$ cat config.mk
export PLATFORM = sky130hd
export DESIGN_NAME = vehicle_kinematic_state_step_core
export DESIGN_NICKNAME = d
export VERILOG_FILES = /design/src/rtl/core/vkss_pkg.sv /design/src/rtl/core/vehicle_kinematic_state_step_core.sv
export SDC_FILE = /design/constraint.sdc
export NUM_CORES = 2
export LEC_CHECK = 0
export ABC_AREA = 1
export BUFFER_PORTS_ARGS = -buffer_cell sky130_fd_sc_hd__clkbuf_2
export CAP_MARGIN = 20
export CORE_ASPECT_RATIO = 2
export CORE_MARGIN = 3
export CORE_UTILIZATION = 55
export DETAILED_ROUTE_END_ITERATION = 16
export GPL_TIMING_DRIVEN = 0
export PLACE_DENSITY_LB_ADDON = 0.08
export SYNTH_ARGS = -nofsm -noshare
export SYNTH_HDL_FRONTEND = slang
export SYNTH_SLANG_ARGS = --single-unit
$ cat constraint.sdc
create_clock -name i_clk -period 15.5 [get_ports i_clk]
set_input_delay 0.775 -clock i_clk [delete_from_list [all_inputs] [get_ports i_clk]]
set_output_delay 0.775 -clock i_clk [all_outputs]
set_load 0.02 [all_outputs]
$ cat src/rtl/core/vkss_pkg.sv
package vkss_pkg;

    localparam int CORDIC_STEPS = 16;
    localparam int CORDIC_IW    = $clog2(CORDIC_STEPS);

    localparam int MUL_AW = 33;
    localparam int MUL_BW = 32;
    localparam int MUL_CW = $clog2(MUL_BW);
    localparam int DIV_NW = 56;
    localparam int DIV_DW = 41;
    localparam int DIV_CW = $clog2(DIV_NW);

    localparam logic [1:0] CFG_WHEELBASE = 2'd0;
    localparam logic [1:0] CFG_MAX_SPEED = 2'd1;
    localparam logic [1:0] CFG_YAW_LIMIT = 2'd2;

    localparam logic [9:0]  WHEELBASE_RST = 10'd150;
    localparam logic [13:0] MAX_SPEED_RST = 14'd8192;
    localparam logic [14:0] YAW_LIMIT_RST = 15'd16384;
    localparam logic [13:0] SPEED_RST     = 14'd2048;

    localparam logic [9:0]  WHEELBASE_MIN = 10'd10;
    localparam logic [9:0]  WHEELBASE_MAX = 10'd1000;
    localparam logic [6:0]  THR_MAX       = 7'd100;
    localparam logic signed [6:0] STEER_MAX = 7'sd45;
    localparam logic [19:0] DT_MIN        = 20'd1000;
    localparam logic [19:0] DT_MAX        = 20'd100000;

    localparam logic signed [MUL_AW-1:0] CORDIC_GAIN_Q30 = 33'sh026DD3B6A;
    localparam logic signed [33:0] HALF_PI_Q30 = 34'sd1686629713;
    localparam logic signed [33:0] PI_Q30      = 34'sd3373259426;
    localparam logic signed [16:0] PI_Q13      = 17'sd25736;
    localparam logic signed [16:0] TWO_PI_Q13  = 17'sd51472;
    localparam logic [23:0] STEER_Q30_PER_DEG  = 24'd14992264;

    localparam logic signed [16:0] ROLLING_Q12 = 17'sd410;
    localparam logic signed [16:0] MAX_ACC_Q12 = 17'sd12288;
    localparam logic signed [16:0] MAX_DEC_Q12 = 17'sd16384;
    localparam logic [13:0] MIN_TURN_SPEED_Q12 = 14'd409;
    localparam logic [13:0] THR_SCALE_Q12      = 14'd12288;
    localparam logic [10:0] SPEED_TO_RATE      = 11'd2000;
    localparam logic [DIV_DW-1:0] US_PER_S     = 41'd1000000;
    localparam logic [DIV_DW-1:0] PCT_DIV      = 41'd100;
    localparam logic [DIV_DW-1:0] DRAG_DIV     = 41'd5;

    typedef enum logic [4:0] {
        ST_IDLE,
        ST_VV_MUL,
        ST_VV_DIV,
        ST_THR_DIV,
        ST_ADT_MUL,
        ST_ADT_DIV,
        ST_VDT_MUL,
        ST_VDT_DIV,
        ST_HEAD_COR,
        ST_X_MUL,
        ST_Y_MUL,
        ST_STEER_COR,
        ST_NUM_MUL,
        ST_DEN_MUL,
        ST_RATE_DIV,
        ST_RDT_MUL,
        ST_RDT_DIV,
        ST_DONE
    } t_state;

    function automatic logic [29:0] atan_q30(input logic [4:0] idx);
        logic [29:0] v;
        unique case (idx)
            5'd0:  v = 30'h3243F6A8;
            5'd1:  v = 30'h1DAC6705;
            5'd2:  v = 30'h0FADBAFC;
            5'd3:  v = 30'h07F56EA6;
            5'd4:  v = 30'h03FEAB76;
            5'd5:  v = 30'h01FFD55B;
            5'd6:  v = 30'h00FFFAAA;
            5'd7:  v = 30'h007FFF55;
            5'd8:  v = 30'h003FFFEA;
            5'd9:  v = 30'h001FFFFD;
            5'd10: v = 30'h000FFFFF;
            5'd11: v = 30'h0007FFFF;
            5'd12: v = 30'h0003FFFF;
            5'd13: v = 30'h0001FFFF;
            5'd14: v = 30'h0000FFFF;
            5'd15: v = 30'h00007FFF;
            5'd16: v = 30'h00003FFF;
            5'd17: v = 30'h00001FFF;
            5'd18: v = 30'h00000FFF;
            5'd19: v = 30'h000007FF;
            5'd20: v = 30'h000003FF;
            5'd21: v = 30'h000001FF;
            5'd22: v = 30'h000000FF;
            5'd23: v = 30'h0000007F;
            default: v = '0;
        endcase
        return v;
    endfunction

endpackage

$ cat src/rtl/core/vehicle_kinematic_state_step_core.sv
// Handles one input transaction at a time, using the bit-serial multiplier, the
// bit-serial divider and the 16-step CORDIC one after another; the steering steps
// run only when turning. A new transaction is accepted only after the previous
// result is loaded into the output register, where a finished result waits.
// Reset (synchronous, active low): position 0, speed 0.5 m/s, heading 0, registers
// to their defaults.
module vehicle_kinematic_state_step_core (
    input  logic        i_clk,
    input  logic        i_rst_n,
    input  logic        i_cfg_we,
    input  logic [1:0]  i_cfg_addr,
    input  logic [14:0] i_cfg_wdata,
    input  logic        s_axis_tvalid,
    output logic        s_axis_tready,
    input  logic [39:0] s_axis_tdata,   // thr_pct[6:0], steer_deg[13:7], dt_us[33:14]
    output logic        m_axis_tvalid,
    input  logic        m_axis_tready,
    output logic [95:0] m_axis_tdata    // pos_x_q12[31:0], pos_y_q12[63:32],
                                        // speed_q12[77:64], yaw_q13[93:78]
);

    vkss_pkg::t_state r_state, n_state, st_after;
    logic r_go, n_go;

    logic [9:0]  r_wheelbase;
    logic [13:0] r_max_speed;
    logic [14:0] r_yaw_limit;

    logic [31:0]        r_pos_x, r_pos_y;
    logic [13:0]        r_speed;
    logic signed [15:0] r_heading;

    logic [6:0]         r_thr;
    logic signed [6:0]  r_steer;
    logic [16:0]        r_dt;
    logic [11:0]        r_qvv;
    logic signed [15:0] r_acc;
    logic [10:0]        r_dist;
    logic               r_flip;
    logic signed [32:0] r_cos, r_sin;
    logic [55:0]        r_num;
    logic [40:0]        r_den;
    logic [14:0]        r_rate;

    logic        r_out_valid;
    logic [95:0] r_out_data;

    // multiplier
    logic signed [vkss_pkg::MUL_AW-1:0] r_mul_a;
    logic signed [vkss_pkg::MUL_AW:0]   r_mul_hi;
    logic [vkss_pkg::MUL_BW-1:0]        r_mul_lo;
    logic [vkss_pkg::MUL_CW-1:0]        r_mul_cnt;
    logic                               r_mul_run;
    logic signed [vkss_pkg::MUL_AW:0]   mul_add, mul_sum;
    logic signed [65:0]                 mul_p;
    logic                               use_mul, mul_start;
    logic signed [vkss_pkg::MUL_AW-1:0] mul_a;
    logic [vkss_pkg::MUL_BW-1:0]        mul_b;

    // divider
    logic [vkss_pkg::DIV_NW-1:0] r_div_q;
    logic [vkss_pkg::DIV_DW-1:0] r_div_rem, r_div_d;
    logic [vkss_pkg::DIV_CW-1:0] r_div_cnt;
    logic                        r_div_run;
    logic [vkss_pkg::DIV_DW:0]   div_trial;
    logic                        div_ge;
    logic [vkss_pkg::DIV_DW:0]   div_rem_n;
    logic                        use_div, div_start;
    logic [vkss_pkg::DIV_NW-1:0] div_n;
    logic [vkss_pkg::DIV_DW-1:0] div_d;

    // CORDIC
    logic signed [32:0]                r_cx, r_cy;
    logic signed [33:0]                r_cz;
    logic [vkss_pkg::CORDIC_IW-1:0]    r_ci;
    logic                              r_cor_run;
    logic signed [32:0]                cor_xs, cor_ys;
    logic signed [33:0]                cor_at;
    logic                              use_cor, cor_start;
    logic signed [33:0]                cor_z;

    logic               phase_done;
    logic               accept;
    logic               out_load;
    logic signed [33:0] head_z;
    logic               head_flip;
    logic [6:0]         steer_abs;
    logic [5:0]         steer_mag;
    logic [9:0]         wb_sat;
    logic [24:0]        v2000;
    logic signed [31:0] adt_p;
    logic [31:0]        adt_mag;
    logic signed [16:0] acc_raw, acc_clamp;
    logic signed [16:0] v_delta, v_sum;
    logic [13:0]        v_new;
    logic signed [16:0] h_sum, h_new;
    logic               turn;

    assign s_axis_tready = (r_state == vkss_pkg::ST_IDLE);
    assign accept        = s_axis_tvalid && s_axis_tready;
    assign m_axis_tvalid = r_out_valid;
    assign m_axis_tdata  = r_out_data;
    assign phase_done    = r_go && !r_mul_run && !r_div_run && !r_cor_run;
    assign out_load      = (r_state == vkss_pkg::ST_DONE) && (!r_out_valid || m_axis_tready);

    assign steer_abs = r_steer[6] ? 7'(-r_steer) : 7'(r_steer);
    assign steer_mag = steer_abs[5:0];
    assign wb_sat    = (r_wheelbase < vkss_pkg::WHEELBASE_MIN) ? vkss_pkg::WHEELBASE_MIN :
                       (r_wheelbase > vkss_pkg::WHEELBASE_MAX) ? vkss_pkg::WHEELBASE_MAX :
                       r_wheelbase;
    assign v2000     = 25'(r_speed) * 25'(vkss_pkg::SPEED_TO_RATE);
    assign turn      = (r_steer != 7'sd0) && (r_speed > vkss_pkg::MIN_TURN_SPEED_Q12);

    always_comb begin
        head_z    = {r_heading[15], r_heading, 17'b0};
        head_flip = 1'b0;
        if (head_z > vkss_pkg::HALF_PI_Q30) begin
            head_z    = head_z - vkss_pkg::PI_Q30;
            head_flip = 1'b1;
        end else if (head_z < -vkss_pkg::HALF_PI_Q30) begin
            head_z    = head_z + vkss_pkg::PI_Q30;
            head_flip = 1'b1;
        end
    end

    always_comb begin
        acc_raw = $signed({3'b0, r_div_q[13:0]}) - vkss_pkg::ROLLING_Q12
                  - $signed({5'b0, r_qvv});
        if (acc_raw > vkss_pkg::MAX_ACC_Q12) begin
            acc_clamp = vkss_pkg::MAX_ACC_Q12;
        end else if (acc_raw < -vkss_pkg::MAX_DEC_Q12) begin
            acc_clamp = -vkss_pkg::MAX_DEC_Q12;
        end else begin
            acc_clamp = acc_raw;
        end
    end

    assign adt_p   = mul_p[31:0];
    assign adt_mag = adt_p[31] ? 32'(-adt_p) : 32'(adt_p);

    always_comb begin
        v_delta = r_acc[15] ? -$signed({6'b0, r_div_q[10:0]}) : $signed({6'b0, r_div_q[10:0]});
        v_sum   = $signed({3'b0, r_speed}) + v_delta;
        if (v_sum > $signed({3'b0, r_max_speed})) begin
            v_new = r_max_speed;
        end else if (v_sum < 17'sd0) begin
            v_new = '0;
        end else begin
            v_new = v_sum[13:0];
        end
    end

    always_comb begin
        h_sum = r_steer[6] ? $signed({r_heading[15], r_heading}) - $signed({5'b0, r_div_q[11:0]})
                           : $signed({r_heading[15], r_heading}) + $signed({5'b0, r_div_q[11:0]});
        if (h_sum > vkss_pkg::PI_Q13) begin
            h_new = h_sum - vkss_pkg::TWO_PI_Q13;
        end else if (h_sum < -vkss_pkg::PI_Q13) begin
            h_new = h_sum + vkss_pkg::TWO_PI_Q13;
        end else begin
            h_new = h_sum;
        end
    end

    always_comb begin
        use_mul = 1'b0;
        use_div = 1'b0;
        use_cor = 1'b0;
        mul_a   = '0;
        mul_b   = '0;
        div_n   = '0;
        div_d   = vkss_pkg::US_PER_S;
        cor_z   = '0;
        st_after = vkss_pkg::ST_IDLE;
        unique case (r_state)
            vkss_pkg::ST_VV_MUL: begin
                use_mul  = 1'b1;
                mul_a    = $signed({19'b0, r_speed});
                mul_b    = 32'(r_speed);
                st_after = vkss_pkg::ST_VV_DIV;
            end
            vkss_pkg::ST_VV_DIV: begin
                use_div  = 1'b1;
                div_n    = 56'(mul_p[27:14]);
                div_d    = vkss_pkg::DRAG_DIV;
                st_after = vkss_pkg::ST_THR_DIV;
            end
            vkss_pkg::ST_THR_DIV: begin
                use_div  = 1'b1;
                div_n    = 56'(r_thr) * 56'(vkss_pkg::THR_SCALE_Q12);
                div_d    = vkss_pkg::PCT_DIV;
                st_after = vkss_pkg::ST_ADT_MUL;
            end
            vkss_pkg::ST_ADT_MUL: begin
                use_mul  = 1'b1;
                mul_a    = 33'(r_acc);
                mul_b    = 32'(r_dt);
                st_after = vkss_pkg::ST_ADT_DIV;
            end
            vkss_pkg::ST_ADT_DIV: begin
                use_div  = 1'b1;
                div_n    = 56'(adt_mag);
                st_after = vkss_pkg::ST_VDT_MUL;
            end
            vkss_pkg::ST_VDT_MUL: begin
                use_mul  = 1'b1;
                mul_a    = $signed({19'b0, r_speed});
                mul_b    = 32'(r_dt);
                st_after = vkss_pkg::ST_VDT_DIV;
            end
            vkss_pkg::ST_VDT_DIV: begin
                use_div  = 1'b1;
                div_n    = 56'(mul_p[30:0]);
                st_after = vkss_pkg::ST_HEAD_COR;
            end
            vkss_pkg::ST_HEAD_COR: begin
                use_cor  = 1'b1;
                cor_z    = head_z;
                st_after = vkss_pkg::ST_X_MUL;
            end
            vkss_pkg::ST_X_MUL: begin
                use_mul  = 1'b1;
                mul_a    = r_cos;
                mul_b    = 32'(r_dist);
                st_after = vkss_pkg::ST_Y_MUL;
            end
            vkss_pkg::ST_Y_MUL: begin
                use_mul  = 1'b1;
                mul_a    = r_sin;
                mul_b    = 32'(r_dist);
                st_after = turn ? vkss_pkg::ST_STEER_COR : vkss_pkg::ST_DONE;
            end
            vkss_pkg::ST_STEER_COR: begin
                use_cor  = 1'b1;
                cor_z    = $signed(34'(steer_mag) * 34'(vkss_pkg::STEER_Q30_PER_DEG));
                st_after = vkss_pkg::ST_NUM_MUL;
            end
            vkss_pkg::ST_NUM_MUL: begin
                use_mul  = 1'b1;
                mul_a    = $signed({8'b0, v2000});
                mul_b    = r_sin[31:0];
                st_after = vkss_pkg::ST_DEN_MUL;
            end
            vkss_pkg::ST_DEN_MUL: begin
                use_mul  = 1'b1;
                mul_a    = r_cos;
                mul_b    = 32'(wb_sat);
                st_after = vkss_pkg::ST_RATE_DIV;
            end
            vkss_pkg::ST_RATE_DIV: begin
                use_div  = 1'b1;
                div_n    = r_num;
                div_d    = r_den;
                st_after = vkss_pkg::ST_RDT_MUL;
            end
            vkss_pkg::ST_RDT_MUL: begin
                use_mul  = 1'b1;
                mul_a    = $signed({18'b0, r_rate});
                mul_b    = 32'(r_dt);
                st_after = vkss_pkg::ST_RDT_DIV;
            end
            vkss_pkg::ST_RDT_DIV: begin
                use_div  = 1'b1;
                div_n    = 56'(mul_p[31:0]);
                st_after = vkss_pkg::ST_DONE;
            end
            default: begin
                st_after = vkss_pkg::ST_IDLE;
            end
        endcase
    end

    assign mul_start = !r_go && use_mul;
    assign div_start = !r_go && use_div;
    assign cor_start = !r_go && use_cor;

    always_comb begin
        n_state = r_state;
        n_go    = r_go;
        unique case (r_state)
            vkss_pkg::ST_IDLE: begin
                if (s_axis_tvalid) begin
                    n_state = vkss_pkg::ST_VV_MUL;
                end
            end
            vkss_pkg::ST_DONE: begin
                if (out_load) begin
                    n_state = vkss_pkg::ST_IDLE;
                end
            end
            default: begin
                if (!r_go) begin
                    n_go = 1'b1;
                end else if (phase_done) begin
                    n_go    = 1'b0;
                    n_state = st_after;
                end
            end
        endcase
    end

    always_ff @(posedge i_clk) begin
        if (!i_rst_n) begin
            r_state <= vkss_pkg::ST_IDLE;
            r_go    <= 1'b0;
        end else begin
            r_state <= n_state;
            r_go    <= n_go;
        end
    end

    always_ff @(posedge i_clk) begin
        if (!i_rst_n) begin
            r_wheelbase <= vkss_pkg::WHEELBASE_RST;
            r_max_speed <= vkss_pkg::MAX_SPEED_RST;
            r_yaw_limit <= vkss_pkg::YAW_LIMIT_RST;
        end else if (i_cfg_we) begin
            unique case (i_cfg_addr)
                vkss_pkg::CFG_WHEELBASE: r_wheelbase <= i_cfg_wdata[9:0];
                vkss_pkg::CFG_MAX_SPEED: r_max_speed <= i_cfg_wdata[13:0];
                vkss_pkg::CFG_YAW_LIMIT: r_yaw_limit <= i_cfg_wdata;
                default: ;
            endcase
        end
    end

    // multiplier: one multiplier bit per cycle, accumulate and shift right
    assign mul_add = r_mul_lo[0] ? {r_mul_a[vkss_pkg::MUL_AW-1], r_mul_a} : '0;
    assign mul_sum = r_mul_hi + mul_add;
    assign mul_p   = $signed({r_mul_hi, r_mul_lo});

    always_ff @(posedge i_clk) begin
        if (!i_rst_n) begin
            r_mul_run <= 1'b0;
        end else if (mul_start) begin
            r_mul_run <= 1'b1;
        end else if (r_mul_run && r_mul_cnt == vkss_pkg::MUL_CW'(vkss_pkg::MUL_BW - 1)) begin
            r_mul_run <= 1'b0;
        end
    end

    always_ff @(posedge i_clk) begin
        if (mul_start) begin
            r_mul_a   <= mul_a;
            r_mul_hi  <= '0;
            r_mul_lo  <= mul_b;
            r_mul_cnt <= '0;
        end else if (r_mul_run) begin
            r_mul_hi  <= {mul_sum[vkss_pkg::MUL_AW], mul_sum[vkss_pkg::MUL_AW:1]};
            r_mul_lo  <= {mul_sum[0], r_mul_lo[vkss_pkg::MUL_BW-1:1]};
            r_mul_cnt <= r_mul_cnt + vkss_pkg::MUL_CW'(1);
        end
    end

    // divider: restoring, one quotient bit per cycle
    assign div_trial = {r_div_rem, r_div_q[vkss_pkg::DIV_NW-1]};
    assign div_ge    = div_trial >= {1'b0, r_div_d};
    assign div_rem_n = div_ge ? (div_trial - {1'b0, r_div_d}) : div_trial;

    always_ff @(posedge i_clk) begin
        if (!i_rst_n) begin
            r_div_run <= 1'b0;
        end else if (div_start) begin
            r_div_run <= 1'b1;
        end else if (r_div_run && r_div_cnt == vkss_pkg::DIV_CW'(vkss_pkg::DIV_NW - 1)) begin
            r_div_run <= 1'b0;
        end
    end

    always_ff @(posedge i_clk) begin
        if (div_start) begin
            r_div_q   <= div_n;
            r_div_d   <= div_d;
            r_div_rem <= '0;
            r_div_cnt <= '0;
        end else if (r_div_run) begin
            r_div_q   <= {r_div_q[vkss_pkg::DIV_NW-2:0], div_ge};
            r_div_rem <= div_rem_n[vkss_pkg::DIV_DW-1:0];
            r_div_cnt <= r_div_cnt + vkss_pkg::DIV_CW'(1);
        end
    end

    // CORDIC: one rotation step per cycle
    assign cor_xs = r_cx >>> r_ci;
    assign cor_ys = r_cy >>> r_ci;
    assign cor_at = $signed({4'b0, vkss_pkg::atan_q30(5'(r_ci))});

    always_ff @(posedge i_clk) begin
        if (!i_rst_n) begin
            r_cor_run <= 1'b0;
        end else if (cor_start) begin
            r_cor_run <= 1'b1;
        end else if (r_cor_run &&
                     r_ci == vkss_pkg::CORDIC_IW'(vkss_pkg::CORDIC_STEPS - 1)) begin
            r_cor_run <= 1'b0;
        end
    end

    always_ff @(posedge i_clk) begin
        if (cor_start) begin
            r_cx <= vkss_pkg::CORDIC_GAIN_Q30;
            r_cy <= '0;
            r_cz <= cor_z;
            r_ci <= '0;
        end else if (r_cor_run) begin
            if (r_cz >= 34'sd0) begin
                r_cx <= r_cx - cor_ys;
                r_cy <= r_cy + cor_xs;
                r_cz <= r_cz - cor_at;
            end else begin
                r_cx <= r_cx + cor_ys;
                r_cy <= r_cy - cor_xs;
                r_cz <= r_cz + cor_at;
            end
            r_ci <= r_ci + vkss_pkg::CORDIC_IW'(1);
        end
    end

    always_ff @(posedge i_clk) begin
        if (!i_rst_n) begin
            r_pos_x     <= '0;
            r_pos_y     <= '0;
            r_speed     <= vkss_pkg::SPEED_RST;
            r_heading   <= '0;
            r_out_valid <= 1'b0;
        end else begin
            if (out_load) begin
                r_out_valid <= 1'b1;
            end else if (m_axis_tready) begin
                r_out_valid <= 1'b0;
            end
            if (phase_done) begin
                unique case (r_state)
                    vkss_pkg::ST_ADT_DIV:  r_speed   <= v_new;
                    vkss_pkg::ST_X_MUL:    r_pos_x   <= r_pos_x + mul_p[61:30];
                    vkss_pkg::ST_Y_MUL:    r_pos_y   <= r_pos_y + mul_p[61:30];
                    vkss_pkg::ST_RDT_DIV:  r_heading <= h_new[15:0];
                    default: ;
                endcase
            end
        end
    end

    always_ff @(posedge i_clk) begin
        if (accept) begin
            r_thr   <= (s_axis_tdata[6:0] > vkss_pkg::THR_MAX) ? vkss_pkg::THR_MAX
                                                               : s_axis_tdata[6:0];
            if ($signed(s_axis_tdata[13:7]) > vkss_pkg::STEER_MAX) begin
                r_steer <= vkss_pkg::STEER_MAX;
            end else if ($signed(s_axis_tdata[13:7]) < -vkss_pkg::STEER_MAX) begin
                r_steer <= -vkss_pkg::STEER_MAX;
            end else begin
                r_steer <= $signed(s_axis_tdata[13:7]);
            end
            if (s_axis_tdata[33:14] < vkss_pkg::DT_MIN) begin
                r_dt <= vkss_pkg::DT_MIN[16:0];
            end else if (s_axis_tdata[33:14] > vkss_pkg::DT_MAX) begin
                r_dt <= vkss_pkg::DT_MAX[16:0];
            end else begin
                r_dt <= s_axis_tdata[30:14];
            end
        end
        if (cor_start) begin
            r_flip <= (r_state == vkss_pkg::ST_HEAD_COR) && head_flip;
        end
        if (phase_done) begin
            unique case (r_state)
                vkss_pkg::ST_VV_DIV:   r_qvv  <= r_div_q[11:0];
                vkss_pkg::ST_THR_DIV:  r_acc  <= acc_clamp[15:0];
                vkss_pkg::ST_VDT_DIV:  r_dist <= r_div_q[10:0];
                vkss_pkg::ST_HEAD_COR: begin
                    r_cos <= r_flip ? -r_cx : r_cx;
                    r_sin <= r_flip ? -r_cy : r_cy;
                end
                vkss_pkg::ST_STEER_COR: begin
                    r_cos <= r_cx;
                    r_sin <= r_cy[32] ? '0 : r_cy;
                end
                vkss_pkg::ST_NUM_MUL:  r_num  <= mul_p[55:0];
                vkss_pkg::ST_DEN_MUL:  r_den  <= (mul_p <= 66'sd0) ? 41'd1 : mul_p[40:0];
                vkss_pkg::ST_RATE_DIV: r_rate <= (r_div_q > 56'(r_yaw_limit)) ? r_yaw_limit
                                                                            : r_div_q[14:0];
                default: ;
            endcase
        end
        if (out_load) begin
            r_out_data <= {2'b0, r_heading, r_speed, r_pos_y, r_pos_x};
        end
    end

    a_one_unit: assert property (@(posedge i_clk) disable iff (!i_rst_n)
        $countones({r_mul_run, r_div_run, r_cor_run}) <= 1)
        else $error("arithmetic units overlap");

    a_heading_range: assert property (@(posedge i_clk) disable iff (!i_rst_n)
        ($signed({r_heading[15], r_heading}) <= vkss_pkg::PI_Q13) &&
        ($signed({r_heading[15], r_heading}) >= -vkss_pkg::PI_Q13))
        else $error("heading outside wrap range");

    a_idle_quiet: assert property (@(posedge i_clk) disable iff (!i_rst_n)
        s_axis_tready |-> !(r_mul_run || r_div_run || r_cor_run))
        else $error("unit running while idle");

    a_accept_start: assert property (@(posedge i_clk) disable iff (!i_rst_n)
        accept |=> (r_state == vkss_pkg::ST_VV_MUL))
        else $error("transaction did not start sequence");

    a_load_done: assert property (@(posedge i_clk) disable iff (!i_rst_n)
        $rose(m_axis_tvalid) |-> ($past(r_state) == vkss_pkg::ST_DONE))
        else $error("result raised outside done");

endmodule
==> results_dict.tcl <==
set metrics [dict create \
    grt_pass1_vias 62900 \
    ant_nets 0 \
    final_layout_size_suffix_gt1_share_pct 6.63 \
    htreeDepth 3 \
    finalNetCount 9378 \
    start_util_pct 55.7 \
    crit_top_cell "o21ai_0" \
    max_slew_margin_pct 13.5 \
    ys_types 76 \
    dr_total_vias 63400 \
    p_leak_nw 32.2 \
    hold_class "in2reg" \
    max-vdd-ir-drop_mv 0.186 \
    drv_slew 0 \
    hpwl_mm 212 \
    hold_viol 0 \
    cts_setup_buffers 0 \
    io_pins 160 \
    place_area_um2 66500 \
    yosysWarnings 0 \
    wl_mm 266 \
    dr.first_iter.drc_count 5157 \
    ctsHoldBuffers 0 \
    grt_pass1_wl_mm 386 \
    grt_usage_pct 43.9 \
    rsz0062_at_grt "no" \
    die_x_um 246 \
    critPathLaunchType "flip-flop" \
    cp_slowest_cell "o21ai_0" \
    post-route-min-period_ns 6.96 \
    worst-path-buf-inv 4 \
    ys_seq_elements 866 \
    die_h_um 487 \
    setup_viol 0 \
    gp_congestion 1.14 \
    path_clk_slew_ns 0.07 \
    crit_family "compound AO/OA/AOI/OAI gates" \
    dr.pass1.iters 9 \
    critPathKind "reg2reg" \
    portBuffers 151 \
    grt_max_degree 51 \
    final_common_cell "nand2_1" \
    synth-seq-area-share_pct 35.8 \
    worstMarginPinSlew_ns 1.30 \
    path_max_fanout 10 \
    numCtsBuffers 82 \
    cap_viol_max_count 0 \
    timing.fmax_ghz 0.144 \
    stdcell_area_um2 69600 \
    clock-sinks 866 \
    area_growth_pct 9.55 \
    ctsRootBufferMaster "clkbuf_16" \
    syn-cell-area_um2 63500 \
    arrival_ns 7.58 \
    core_area_um2 114000 \
    status "finished clean" \
    grt_overflow 0 \
    setup.worst_path.end_class "flip-flop" \
    finClkSkew_ns 0.0380 \
    hold-worst-slack_ns 0.291 \
    synthFlopType "edfxtp_1" \
    p_per_area_nw_per_um2 209 \
    synth.avg_cell_area_um2 7.45 \
    synthArstFlopShare_pct 0 \
    cp.required_ns 16.12 \
    clk_latency_ns 0.75 \
    cts_tree "yes" \
    cts_resized 0 \
    num_rows 175 \
    cpPeakStageDelay_ns 0.93 \
    postSynthCellCount 8526 \
    synth-edff-count 539 \
    drc 0 \
    clk_path_buf_depth 3 \
    finalCritPeriodShare_pct 44.9 \
    layout_common_cells "nand2_1 (1,713), inv_1 (1,170), nor2_1 (845), nand3_1 (708), a21oi_1 (603)" \
    wire_per_inst_um 25.6 \
    vias_per_cell 6.10 \
    antenna_found_initial 17 \
    dieArea_um2 120000 \
]
## cell families (layout without fill, tap and decap cells)
group	Yosys count	count (layout)	share of synthesized area [%]
DFF	866	866	35.8
buffers and inverters	1477	1822	9.04
AOI/OAI and AO/OA	1691	1691	15.3
and+or+nand+nor	3647	3647	24.4
other	1	18	0.00591
adders and majority gates	514	514	10.9
xor gates and xnor gates	330	330	4.58
## area by class of cell
cell class                 instances  area, um^2
multi-input combinational       6184       35100
antenna                           16        40.0
clock buffer                      91        2150
sequential                       866       22700
timing repair buffer             191        1210
clock inverter                    63         728
fill                           10500       44500
tap                             1504        1880
inverter                        1207        4530
buffer                           270        1210
## where the power goes
group	internal (mW)	switching [mW]
clock	1.16	1.04
sequential	3.06	0.617
combinational	2.72	5.91
## metrics by stage
stage / power (mW) / setup WS (ns) / utilization, % / cells / TNS [ns]
6_report: 14.5 / 8.54 / 61.0 / 10400 / 0
5_1_grt: 15.4 / 8.23 / 60.9 / 10400 / 0
4_1_cts: 14.2 / 8.97 / 60.8 / 10400 / 0
3_5_place_dp: 12.0 / 9.02 / 58.3 / 10200 / 0
3_3_place_gp: 11.9 / -0.542 / 58.0 / 10200 / -47.16
2_1_floorplan: 9.36 / 4.96 / - / 8527 / 0
## synth_stat cells, types with 27 or more instances
cell type / number / area share, %
dfxtp_1: 327 / 10
nand2_1: 1713 / 10
ha_1: 448 / 8.8
nor3_1: 101 / 0.80
nor2_1: 850 / 5.0
a221oi_1: 39 / 0.54
a21o_1: 32 / 0.38
inv_1: 1170 / 6.9
o21ai_1: 28 / 0.22
nand3_1: 708 / 5.6
or2_2: 44 / 0.43
a22oi_1: 35 / 0.41
clkbuf_1: 140 / 0.83
xnor2_1: 105 / 1.4
xor2_1: 223 / 3.1
fa_1: 66 / 2.1
inv_2: 27 / 0.16
o21bai_1: 31 / 0.37
buf_2: 87 / 0.69
buf_1: 28 / 0.17
o21ai_0: 588 / 4.6
edfxtp_1: 539 / 25
o22ai_1: 34 / 0.33
nand4_1: 102 / 1.0
nor4_1: 46 / 0.45
o211ai_1: 81 / 0.96
a31oi_1: 74 / 0.73
a21oi_1: 604 / 4.8
## registers in the layout, summed over array words and instances (netlist names), 29 cells and up
name          flops
r_num            56
r_den            41
r_cz             34
adt_p            32
r_cx             33
r_pos_x          32
r_sin            33
r_mul_hi         33
cor_at           29
r_cy             33
m_axis_tdata     94
r_div_q          56
r_pos_y          32
r_div_rem        41
r_div_d          41
r_mul_a          33
r_cos            33
## layer usage
metal	vias up	GRT usage (%)	part of all wire, %
met5	-	0	0.031
met4	12	50.4	15
met3	1557	10.2	6.9
met2	3263	76.3	49
met1	29200	38.4	30
li1	29300	-	-
## worst paths after layout
check	from	endpoint	slack [ns]	cells after the start
worst max-delay path	r_div_q[1]$_DFFE_PP_	r_speed[11]$_SDFFE_PN1P_	8.54	26
worst min-delay path	s_axis_tdata[6]	r_thr[6]$_SDFFCE_PN1P_	0.29	2
worst max register to register	r_div_q[1]$_DFFE_PP_	r_speed[11]$_SDFFE_PN1P_	8.54	26
worst min register to register	r_cx[0]$_SDFFE_PP0P_	r_cos[0]$_DFFE_PP_	0.44	0
Note: power is estimated with default switching activity, not from simulation.
